**src/sv/vec3_alu_defines.svh**
```systemverilog
// assertion helpers shared by the checking code
`ifndef VEC3_ALU_DEFINES_SVH
`define VEC3_ALU_DEFINES_SVH

// same-cycle implication, checked outside reset
`define V3A_ASSERT_IMP(lbl, ante, cons, msg) \
  lbl: assert property (@(posedge clk) disable iff (!rst_n) (ante) |-> (cons)) \
    else $error(msg);

// next-cycle implication, checked outside reset
`define V3A_ASSERT_NXT(lbl, ante, cons, msg) \
  lbl: assert property (@(posedge clk) disable iff (!rst_n) (ante) |=> (cons)) \
    else $error(msg);

`endif

```
**src/sv/v3alu_pkg.sv**
```systemverilog
package v3alu_pkg;

  localparam int DW        = 32;
  localparam int SQ_W      = 64;
  localparam int SQ_STAGES = SQ_W / 2;

  localparam logic [3:0] FN_NEG   = 4'd0;
  localparam logic [3:0] FN_ADD   = 4'd1;
  localparam logic [3:0] FN_SUB   = 4'd2;
  localparam logic [3:0] FN_DOT   = 4'd3;
  localparam logic [3:0] FN_CROSS = 4'd4;
  localparam logic [3:0] FN_SCALE = 4'd5;
  localparam logic [3:0] FN_DIV   = 4'd6;
  localparam logic [3:0] FN_LEN   = 4'd7;
  localparam logic [3:0] FN_NORM  = 4'd8;

  localparam logic [1:0] ST_OK  = 2'd0;
  localparam logic [1:0] ST_SAT = 2'd1;
  localparam logic [1:0] ST_DZ  = 2'd2;

  localparam logic [DW-1:0] SMAX = 32'h7fff_ffff;
  localparam logic [DW-1:0] SMIN = 32'h8000_0000;

  // scalar side data traveling with the square root
  typedef struct packed {
    logic [3:0]    func;
    logic [DW-1:0] sc;
    logic          sc_ovf;
    logic [DW-1:0] abs_s;
  } scal_t;

  // scalar side data traveling with the divider
  typedef struct packed {
    logic [3:0]    func;
    logic [DW-1:0] sc;
    logic          sc_ovf;
    logic          dz;
  } tail_t;

  // per-lane data carried down the pipe
  typedef struct packed {
    logic [DW-1:0] sres;
    logic          sovf;
    logic [DW-1:0] mag;
    logic          neg;
  } lcar_t;

  // per-lane final results handed to the merge stage
  typedef struct packed {
    logic [DW-1:0] sres;
    logic          sovf;
    logic [DW-1:0] qres;
    logic          qovf;
  } lres_t;

  // one result transaction
  typedef struct packed {
    logic [DW-1:0] rx;
    logic [DW-1:0] ry;
    logic [DW-1:0] rz;
    logic [DW-1:0] scalar_out;
    logic [1:0]    status;
  } res_t;

  // clamp a wide signed value to DW bits, msb of result flags the clamp
  function automatic logic [DW:0] sat65(input logic signed [2*DW:0] v);
    logic fits;
    fits = (&v[2*DW:DW-1]) || !(|v[2*DW:DW-1]);
    if (fits) begin
      return {1'b0, v[DW-1:0]};
    end
    return {1'b1, (v[2*DW] ? SMIN : SMAX)};
  endfunction

endpackage

```
**src/sv/v3alu_merge.sv**
```systemverilog
module v3alu_merge import v3alu_pkg::*; #(
  parameter int FRAC_BITS = 16
) (
  input  logic                   clk,
  input  logic                   en,
  input  logic [3:0]             func0,
  input  logic signed [DW-1:0]   s0,
  input  logic signed [2*DW-1:0] p1 [3],
  output logic [SQ_W-1:0]        dotaa,
  output scal_t                  side_o,
  input  logic [DW-1:0]          len_i,
  input  scal_t                  side_i,
  output logic [DW-1:0]          div_d,
  input  lres_t                  lres [3],
  output res_t                   fin
);

  localparam int QW = DW + FRAC_BITS;

  // stage 1: scalar operand magnitude
  logic [3:0]    func1_r;
  logic [DW-1:0] abs_s1_r;

  always_ff @(posedge clk) begin
    if (en) begin
      func1_r  <= func0;
      abs_s1_r <= s0[DW-1] ? -s0 : s0;
    end
  end

  // stage 2: exact dot sum and sum of squares
  logic signed [2*DW+1:0] e0, e1, e2, dsum, dsh;
  logic [DW:0]            dot_s;
  logic [SQ_W-1:0]        dotaa_r;
  scal_t                  side2_nxt, side2_r;

  assign e0    = {{2{p1[0][2*DW-1]}}, p1[0]};
  assign e1    = {{2{p1[1][2*DW-1]}}, p1[1]};
  assign e2    = {{2{p1[2][2*DW-1]}}, p1[2]};
  assign dsum  = e0 + e1 + e2;
  assign dsh   = dsum >>> FRAC_BITS;
  assign dot_s = sat65(dsh[2*DW:0]);

  always_comb begin
    side2_nxt.func   = func1_r;
    side2_nxt.sc     = (func1_r == FN_DOT) ? dot_s[DW-1:0] : '0;
    side2_nxt.sc_ovf = (func1_r == FN_DOT) && dot_s[DW];
    side2_nxt.abs_s  = abs_s1_r;
  end

  always_ff @(posedge clk) begin
    if (en) begin
      dotaa_r <= SQ_W'(p1[0]) + SQ_W'(p1[1]) + SQ_W'(p1[2]);
      side2_r <= side2_nxt;
    end
  end

  assign dotaa  = dotaa_r;
  assign side_o = side2_r;

  // after the root: divisor choice, zero check, length clamp
  logic  isdiv_i, lovf;
  tail_t tail0;
  tail_t tail_r [QW];

  assign div_d   = (side_i.func == FN_NORM) ? len_i : side_i.abs_s;
  assign isdiv_i = (side_i.func == FN_DIV) || (side_i.func == FN_NORM);
  assign lovf    = len_i[DW-1];

  always_comb begin
    tail0.func = side_i.func;
    tail0.dz   = isdiv_i && (div_d == '0);
    if (side_i.func == FN_LEN) begin
      tail0.sc     = lovf ? SMAX : len_i;
      tail0.sc_ovf = lovf;
    end else begin
      tail0.sc     = side_i.sc;
      tail0.sc_ovf = side_i.sc_ovf;
    end
  end

  always_ff @(posedge clk) begin
    if (en) begin
      tail_r[0] <= tail0;
      for (int k = 1; k < QW; k++) begin
        tail_r[k] <= tail_r[k-1];
      end
    end
  end

  // final merge of lanes and status
  tail_t         tl;
  logic          isdiv, any_ovf;
  logic [DW-1:0] r [3];
  logic [2:0]    ovf;
  res_t          fin_nxt, fin_r;

  assign tl    = tail_r[QW-1];
  assign isdiv = (tl.func == FN_DIV) || (tl.func == FN_NORM);

  always_comb begin
    for (int i = 0; i < 3; i++) begin
      if (isdiv) begin
        r[i]   = tl.dz ? '0 : lres[i].qres;
        ovf[i] = !tl.dz && lres[i].qovf;
      end else begin
        r[i]   = lres[i].sres;
        ovf[i] = lres[i].sovf;
      end
    end
    any_ovf            = (|ovf) || tl.sc_ovf;
    fin_nxt.rx         = r[0];
    fin_nxt.ry         = r[1];
    fin_nxt.rz         = r[2];
    fin_nxt.scalar_out = tl.sc;
    fin_nxt.status     = tl.dz ? ST_DZ : (any_ovf ? ST_SAT : ST_OK);
  end

  always_ff @(posedge clk) begin
    if (en) begin
      fin_r <= fin_nxt;
    end
  end

  assign fin = fin_r;

endmodule

```
**config.mk**
```make
export PLATFORM = sky130hd
export DESIGN_NAME = v3alu_merge
export DESIGN_NICKNAME = d
export VERILOG_FILES = /design/src/sv/vec3_alu_defines.svh /design/src/sv/v3alu_pkg.sv /design/src/sv/v3alu_merge.sv
export SDC_FILE = /design/constraint.sdc
export NUM_CORES = 2
export LEC_CHECK = 0
export ABC_AREA = 1
export BUFFER_PORTS_ARGS = -buffer_cell sky130_fd_sc_hd__buf_2
export CAP_MARGIN = 10
export CORE_ASPECT_RATIO = 1.4
export CORE_MARGIN = 4
export CORE_UTILIZATION = 62
export CTS_CLUSTER_DIAMETER = 200
export DETAILED_ROUTE_END_ITERATION = 10
export PLACE_DENSITY = 0.87
export SYNTH_ARGS = -nofsm -noshare
export SYNTH_HDL_FRONTEND = slang
export SYNTH_SLANG_ARGS = --single-unit
```
**constraint.sdc**
```tcl
create_clock -name clk -period 8.7 [get_ports clk]
set_input_delay 0.87 -clock clk [delete_from_list [all_inputs] [get_ports clk]]
set_output_delay 0.87 -clock clk [all_outputs]
set_load 0.05 [all_outputs]
```
Yosys cells after proc, flatten, opt, wreduce, memory -nomap -nowiden
Memories as Yosys holds them, arrays and structs flattened.
Cells that the tools add are included.
{"block": "totals", "register_bits": 299, "memories": 1, "ram_bits": 1824}
{"block": "classes", "mux": 20, "reduce_logical": 15, "n_addsub": 5, "eq_ne": 6}
{"memory": "tail_r", "words": 48, "word_bits": 38, "read_ports": 48, "rd_ports_with_merged_regs": 0, "wr": 48, "line": "v3alu_merge.sv:64", "text": "tail_t tail_r [QW];"}
{"operator": "2-to-1 mux 32 bit", "count": 8}
{"operator": "adder 64 bit", "count": 2}
{"operator": "2-to-1 mux 33 bit", "count": 3}
{"operator": "adder 65 x 64 -> 66 bit", "count": 1}
{"operator": "adder 64 x 64 -> 65 bit", "count": 1}
{"operator": "2-to-1 mux 31 bit", "count": 2}
{"operator": "zero test 32 bit", "count": 1}
{"operator": "negation 32 bit", "count": 1}
{"operator": "AND reduction 19 bit", "count": 1}
{"operator": "OR reduction 19 bit", "count": 1}
{"operator": "equality test 4 x 3 -> 1 bit, second input constant", "count": 3}
{"operator": "equality test 4 bit, second input constant", "count": 2}
{"operator": "2-to-1 mux 1 bit", "count": 7}
{"operator": "logical AND 1 bit", "count": 5}
{"operator": "equality test 4 x 2 -> 1 bit, second input constant", "count": 1}
{"operator": "logical OR 1 bit", "count": 4}
{"operator": "OR reduction 3 bit", "count": 1}
{"operator": "zero test 1 bit", "count": 2}

Depth between registers and ports, before layout
{"block": "logic_depth", "ltp_word": 8, "mapped_depth": 25, "depth_no_buf": 24}

Worst setup path after synthesis
Ideal clock, no wire load.
{"block": "synth_timing", "path_kind": "in2reg", "from": "in p1[1] (netlist bit)", "to": "reg side2_r (netlist bit side_o[36]) (data pin)", "n_path_buf": 1, "arrival_ps": 3429, "cell_stages": 22, "path_slack_ps": 5000, "cell_sequence": "fa_1 > ha_1 > fa_1 > nand2_1 > nand2_1 > nand3_1 > nand2_2 > nand2_1 > nand2_1 > nand2_1 > nand2_1 > nand2_1 > nand2_1 > nand2_1 > nand2_1 > nor2_1 > nand2_1 > nor2_2 > nand3_2 > nand2_1 > buf_4 > a21oi_1"}
{"block": "synth_between", "elab_chain_len": 6}
{"item": "start, declared", "line": "v3alu_merge.sv:8", "text": "input logic signed [2*DW-1:0] p1 [3],"}
{"item": "adder 65 x 64 -> 66 bit *", "line": "v3alu_merge.sv:40", "text": "assign dsum = e0 + e1 + e2;"}
{"item": "named net dsum[61]", "line": "v3alu_merge.sv:32", "text": "logic signed [2*DW+1:0] e0, e1, e2, dsum, dsh;"}
{"item": "OR reduction 19 bit", "line": "v3alu_pkg.sv:68", "text": "fits = (&v[2*DW:DW-1]) || !(|v[2*DW:DW-1]);"}
{"item": "zero test 1 bit", "line": "v3alu_pkg.sv:68"}
{"item": "logical OR 1 bit *", "line": "v3alu_pkg.sv:68"}
{"item": "2-to-1 mux 1 bit *", "line": "v3alu_pkg.sv:69", "text": "if (fits) begin"}
{"item": "2-to-1 mux 33 bit *", "line": "v3alu_pkg.sv:72", "text": "return {1'b1, (v[2*DW] ? SMIN : SMAX)};"}
{"item": "end signal, assigned", "line": "v3alu_merge.sv:54", "text": "side2_r <= side2_nxt;"}
{"item": "end, declared", "line": "v3alu_merge.sv:35", "text": "scal_t side2_nxt, side2_r;"}
Mark *: on every way through the listed nets, which the timed path passes. The rest lies on a longest branch. The select of a mux whose other input is x is not followed.
A chain may end at the register's enable or synchronous reset.

Worst setup path after layout
{"block": "layout_timing", "from": "in p1[32] (netlist bit)", "to": "reg side2_r (netlist bit side_o[47]) (data pin)"}
Same word-level chain as after synthesis.

==> results.md <==
- Net count of the finished layout: roughly 5,900
- Remaining routing DRC violations: 0
- Area of the mapped netlist: ~74,000 um2
- Period utilization: a little under three fifths
- Fillers: 6,827
- GRT Util Overall: 33.75%
- Post-Syn Instances: ~4,300
- Worst slew margin: between 10% and 20%
- CTS buffer count: 180
- Clock Skews: ~0.066 ns
- Number of global-route vias before repair: ~40,000
- Setup violations, final: 0
- Layout cells sized above 1: 21.82%
- Cells along the critical path: buf_2 > fa_1 > ha_1 > nand2_1 > nor2_1 > inv_1 > nor2_2 > nand3_1 > nor2_1 > nand2_1 > nand4_1 > nand2_1 > nor2_1 > nand2_1 > nor2_2 > nand3_2 > nand2_2 > a21oi_1
- Post-CTS setup repair buffer count: 0
- DRT iter0 DRCs: roughly 4,500
- Syn avg cell area: between 15 and 20 um2
- Largest family of logic cells by synthesized area: simple AND/OR/NAND/NOR gates
- Compound-Gate Fraction of Synth Area: 1.252%
- Die width: ~300 um
- LEAKAGE: 0.03365 uW
- I/O Buffers: ~800
- Syn Nets: just under 5,000
- Max_cap viols: 0
- Min cycle time layout: 4.805 ns
- Core area: roughly 120,000 um2
- Slew Limit Fails: 0
- Grt ovf: 0
- Post-synth ARST share: 0%
- Hold buffers post-CTS: 0
- 1st-pass router iterations: 6
- Delay of the slowest critical-path stage: roughly 0.71 ns
- Clock Sinks: ~2,100
- RSZ-0062 raised after global routing: no
- VDD IR-drop max: about 0.00029 V
- Worst Path Max Fanout: 31
- Post-CTS resize count: 0
- Starting Density: 62.39%
- Post-DP HPWL: 135,300 um
- Final setup TNS: 0 ns
- Reg clk slew, reported paths: about 0.070 ns
- Highest Clock Rate: approximately 210 MHz
- HP Class: input port to flip-flop
- Initial antenna violation count: 35
- Vias: 40,088
- Die Y: roughly 420 um
- Post-Route WL: 213,000 um
- Die area: 125,800 um2
- Fin. Hold Viols: 0
- Power Total: ~24,000 uW
- Cell Rows: 150
- Slew @ Worst Pin: between 1 and 1.5 ns
- Vias per cell: ~5.7
- Worst Path Arrival: ~5.3 ns
- Pwr Density: roughly 270 nW/um2
- Synth Area in Adders: ~2.8%
- Critical Path RT: approximately 9.2 ns
- Final ANT Viol Nets: 0
- Gp weighted congestion: 0.9845
- #FFs+latches synth: between 2,000 and 2,500
- Wire length of the first global-routing pass: slightly below 300,000 um
- Worst Setup End Kind: flip-flop
- Outcome: finished, final reports clean
- TritonCTS clock tree: built
- Max clock buf depth: 3
- Distinct cells, synth: 41
- H-tree levels: 4
- Clock Latency Late Sink: around 0.86 ns
- Io pins: 824
- Worst path most repeated cell: nand2_1
- Root buffer cell: clkbuf_16
- Sequential element share of the synthesized area: 85.60%
- Yosys warning count: 0
- Routed len/inst: between 30 and 40 um
- Area growth, synth to finish: 16.60%
- Fraction of the mapped netlist area in simple logic gates: 7.223%
- Most used DFF post-synth: edfxtp_1
- CP Launch Type: input port
- Xor/xnor share of the synthesized area: less than 1%
- Kind of critical path: input port to flip-flop
- Slowest CP cell: ha_1
- Number of flops mapped to enable cells by yosys: between 2,000 and 2,500
- Post-synthesis mux area share: 0.01344%
- Largest net degree at the start of global routing: roughly 200
-- sequential cells by signal, indices dropped and copies added (netlist names) --
register,count
fin,130
side_o,69
abs_s1_r,32
func1_r,4
tail_r,1824
dotaa,64
-- through the flow --
stage	utilization, %	worst slack [ns]	hold WS, ns	cells	area [um2]
6_report	72.75	3.895	0.2159	7008	86840
5_1_grt	72.72	3.831	0.1690	6995	86800
4_1_cts	72.69	4.036	0.1456	6980	86760
3_5_place_dp	67.66	3.158	0.4045	6648	80770
3_3_place_gp	67.66	3.208	0.4003	6648	80770
2_1_floorplan	-	5.000	0.4003	4252	74470
-- critical path, delay by kind of cell --
family                     cells  cell delay [ns]
and+or+nand+nor               13             2.59
AOI/OAI and AO/OA              1             0.24
adders and majority gates      2             1.33
buffers and inverters          2             0.23
-- where the power goes --
part | internal [uW] | total [uW] | switching, uW | leakage [uW]
registers | 12100 | 12300 | 281 | 0.0208
logic | 635 | 3040 | 2400 | 0.00993
clock network | 4440 | 8370 | 3930 | 0.00290
total | 17100 | 23800 | 6620 | 0.0337
-- Yosys cell counts, types with 3 or more instances --
library cell	number	area [um2]
a21oi_1	108	540.5
a31oi_1	16	100.1
and2_1	4	25.02
and3_1	5	31.28
buf_4	3	22.52
buf_6	3	33.78
clkbuf_1	48	180.2
edfxtp_1	2123	63750
fa_1	65	1301
ha_1	65	813.3
inv_1	372	1396
nand2_1	893	3352
nand2_2	4	25.02
nand3_1	153	765.7
nand3_2	4	40.04
nand3b_1	3	22.52
nand4_1	11	68.82
nor2_1	180	675.7
nor2_2	14	87.58
nor3_1	26	130.1
nor4_1	9	56.30
o21ai_0	44	220.2
o21bai_1	3	22.52
or2_2	4	25.02
xnor2_1	21	183.9
xor2_1	52	455.4
-- final timing paths --
kind / to / slack, ns / from / cells after the start
setup / recovery: side_o[47] / 3.90 / p1[32] / 18
hold reg to reg: tail_r[2][338] / 0.38 / tail_r[2][300] / 0
hold / removal: func1_r[0] / 0.22 / func0[0] / 1
setup reg to reg: fin[127] / 5.40 / tail_r[2][606] / 8
-- layout by cell type, fill, tap and decap left out, drive strengths merged, types with 16 or more instances in the layout --
| cell type | count |
|---|---|
| nand3 | 157 |
| inv | 384 |
| clkbuf | 212 |
| ha | 65 |
| clkinv | 82 |
| buf | 855 |
| nand2 | 898 |
| xnor2 | 21 |
| bufinv | 18 |
| edfxtp | 2123 |
| nor2 | 195 |
| nor3 | 27 |
| o21ai | 44 |
| a21oi | 110 |
| fa | 65 |
| xor2 | 52 |
| a31oi | 16 |
| diode | 27 |
-- final cells by class --
cell class	count	area, um2	area share, %
Inverter	376	1411	1.625
Tap cell	1596	1997	2.300
Sequential cell	2123	63750	73.41
Timing Repair Buffer	855	4499	5.181
Clock buffer	212	4646	5.350
Antenna cell	27	67.56	0.07781
Multi-Input combinational cell	1699	9115	10.50
Clock inverter	120	1350	1.555
-- layer usage --
metal | track usage [%] | wire length (um)
met1 | 33.82 | 64640
met2 | 59.54 | 111500
met3 | 8.731 | 17250
met4 | 25.99 | 19530
met5 | 0 | 83
-- cell families after synthesis --
group | Yosys count
flops | 2123
simple gates | 1318
buf+inv | 430
compound gates | 177
fa+ha+maj | 130
xor+xnor | 73
mux | 1
(Power assumes the default switching activity.)
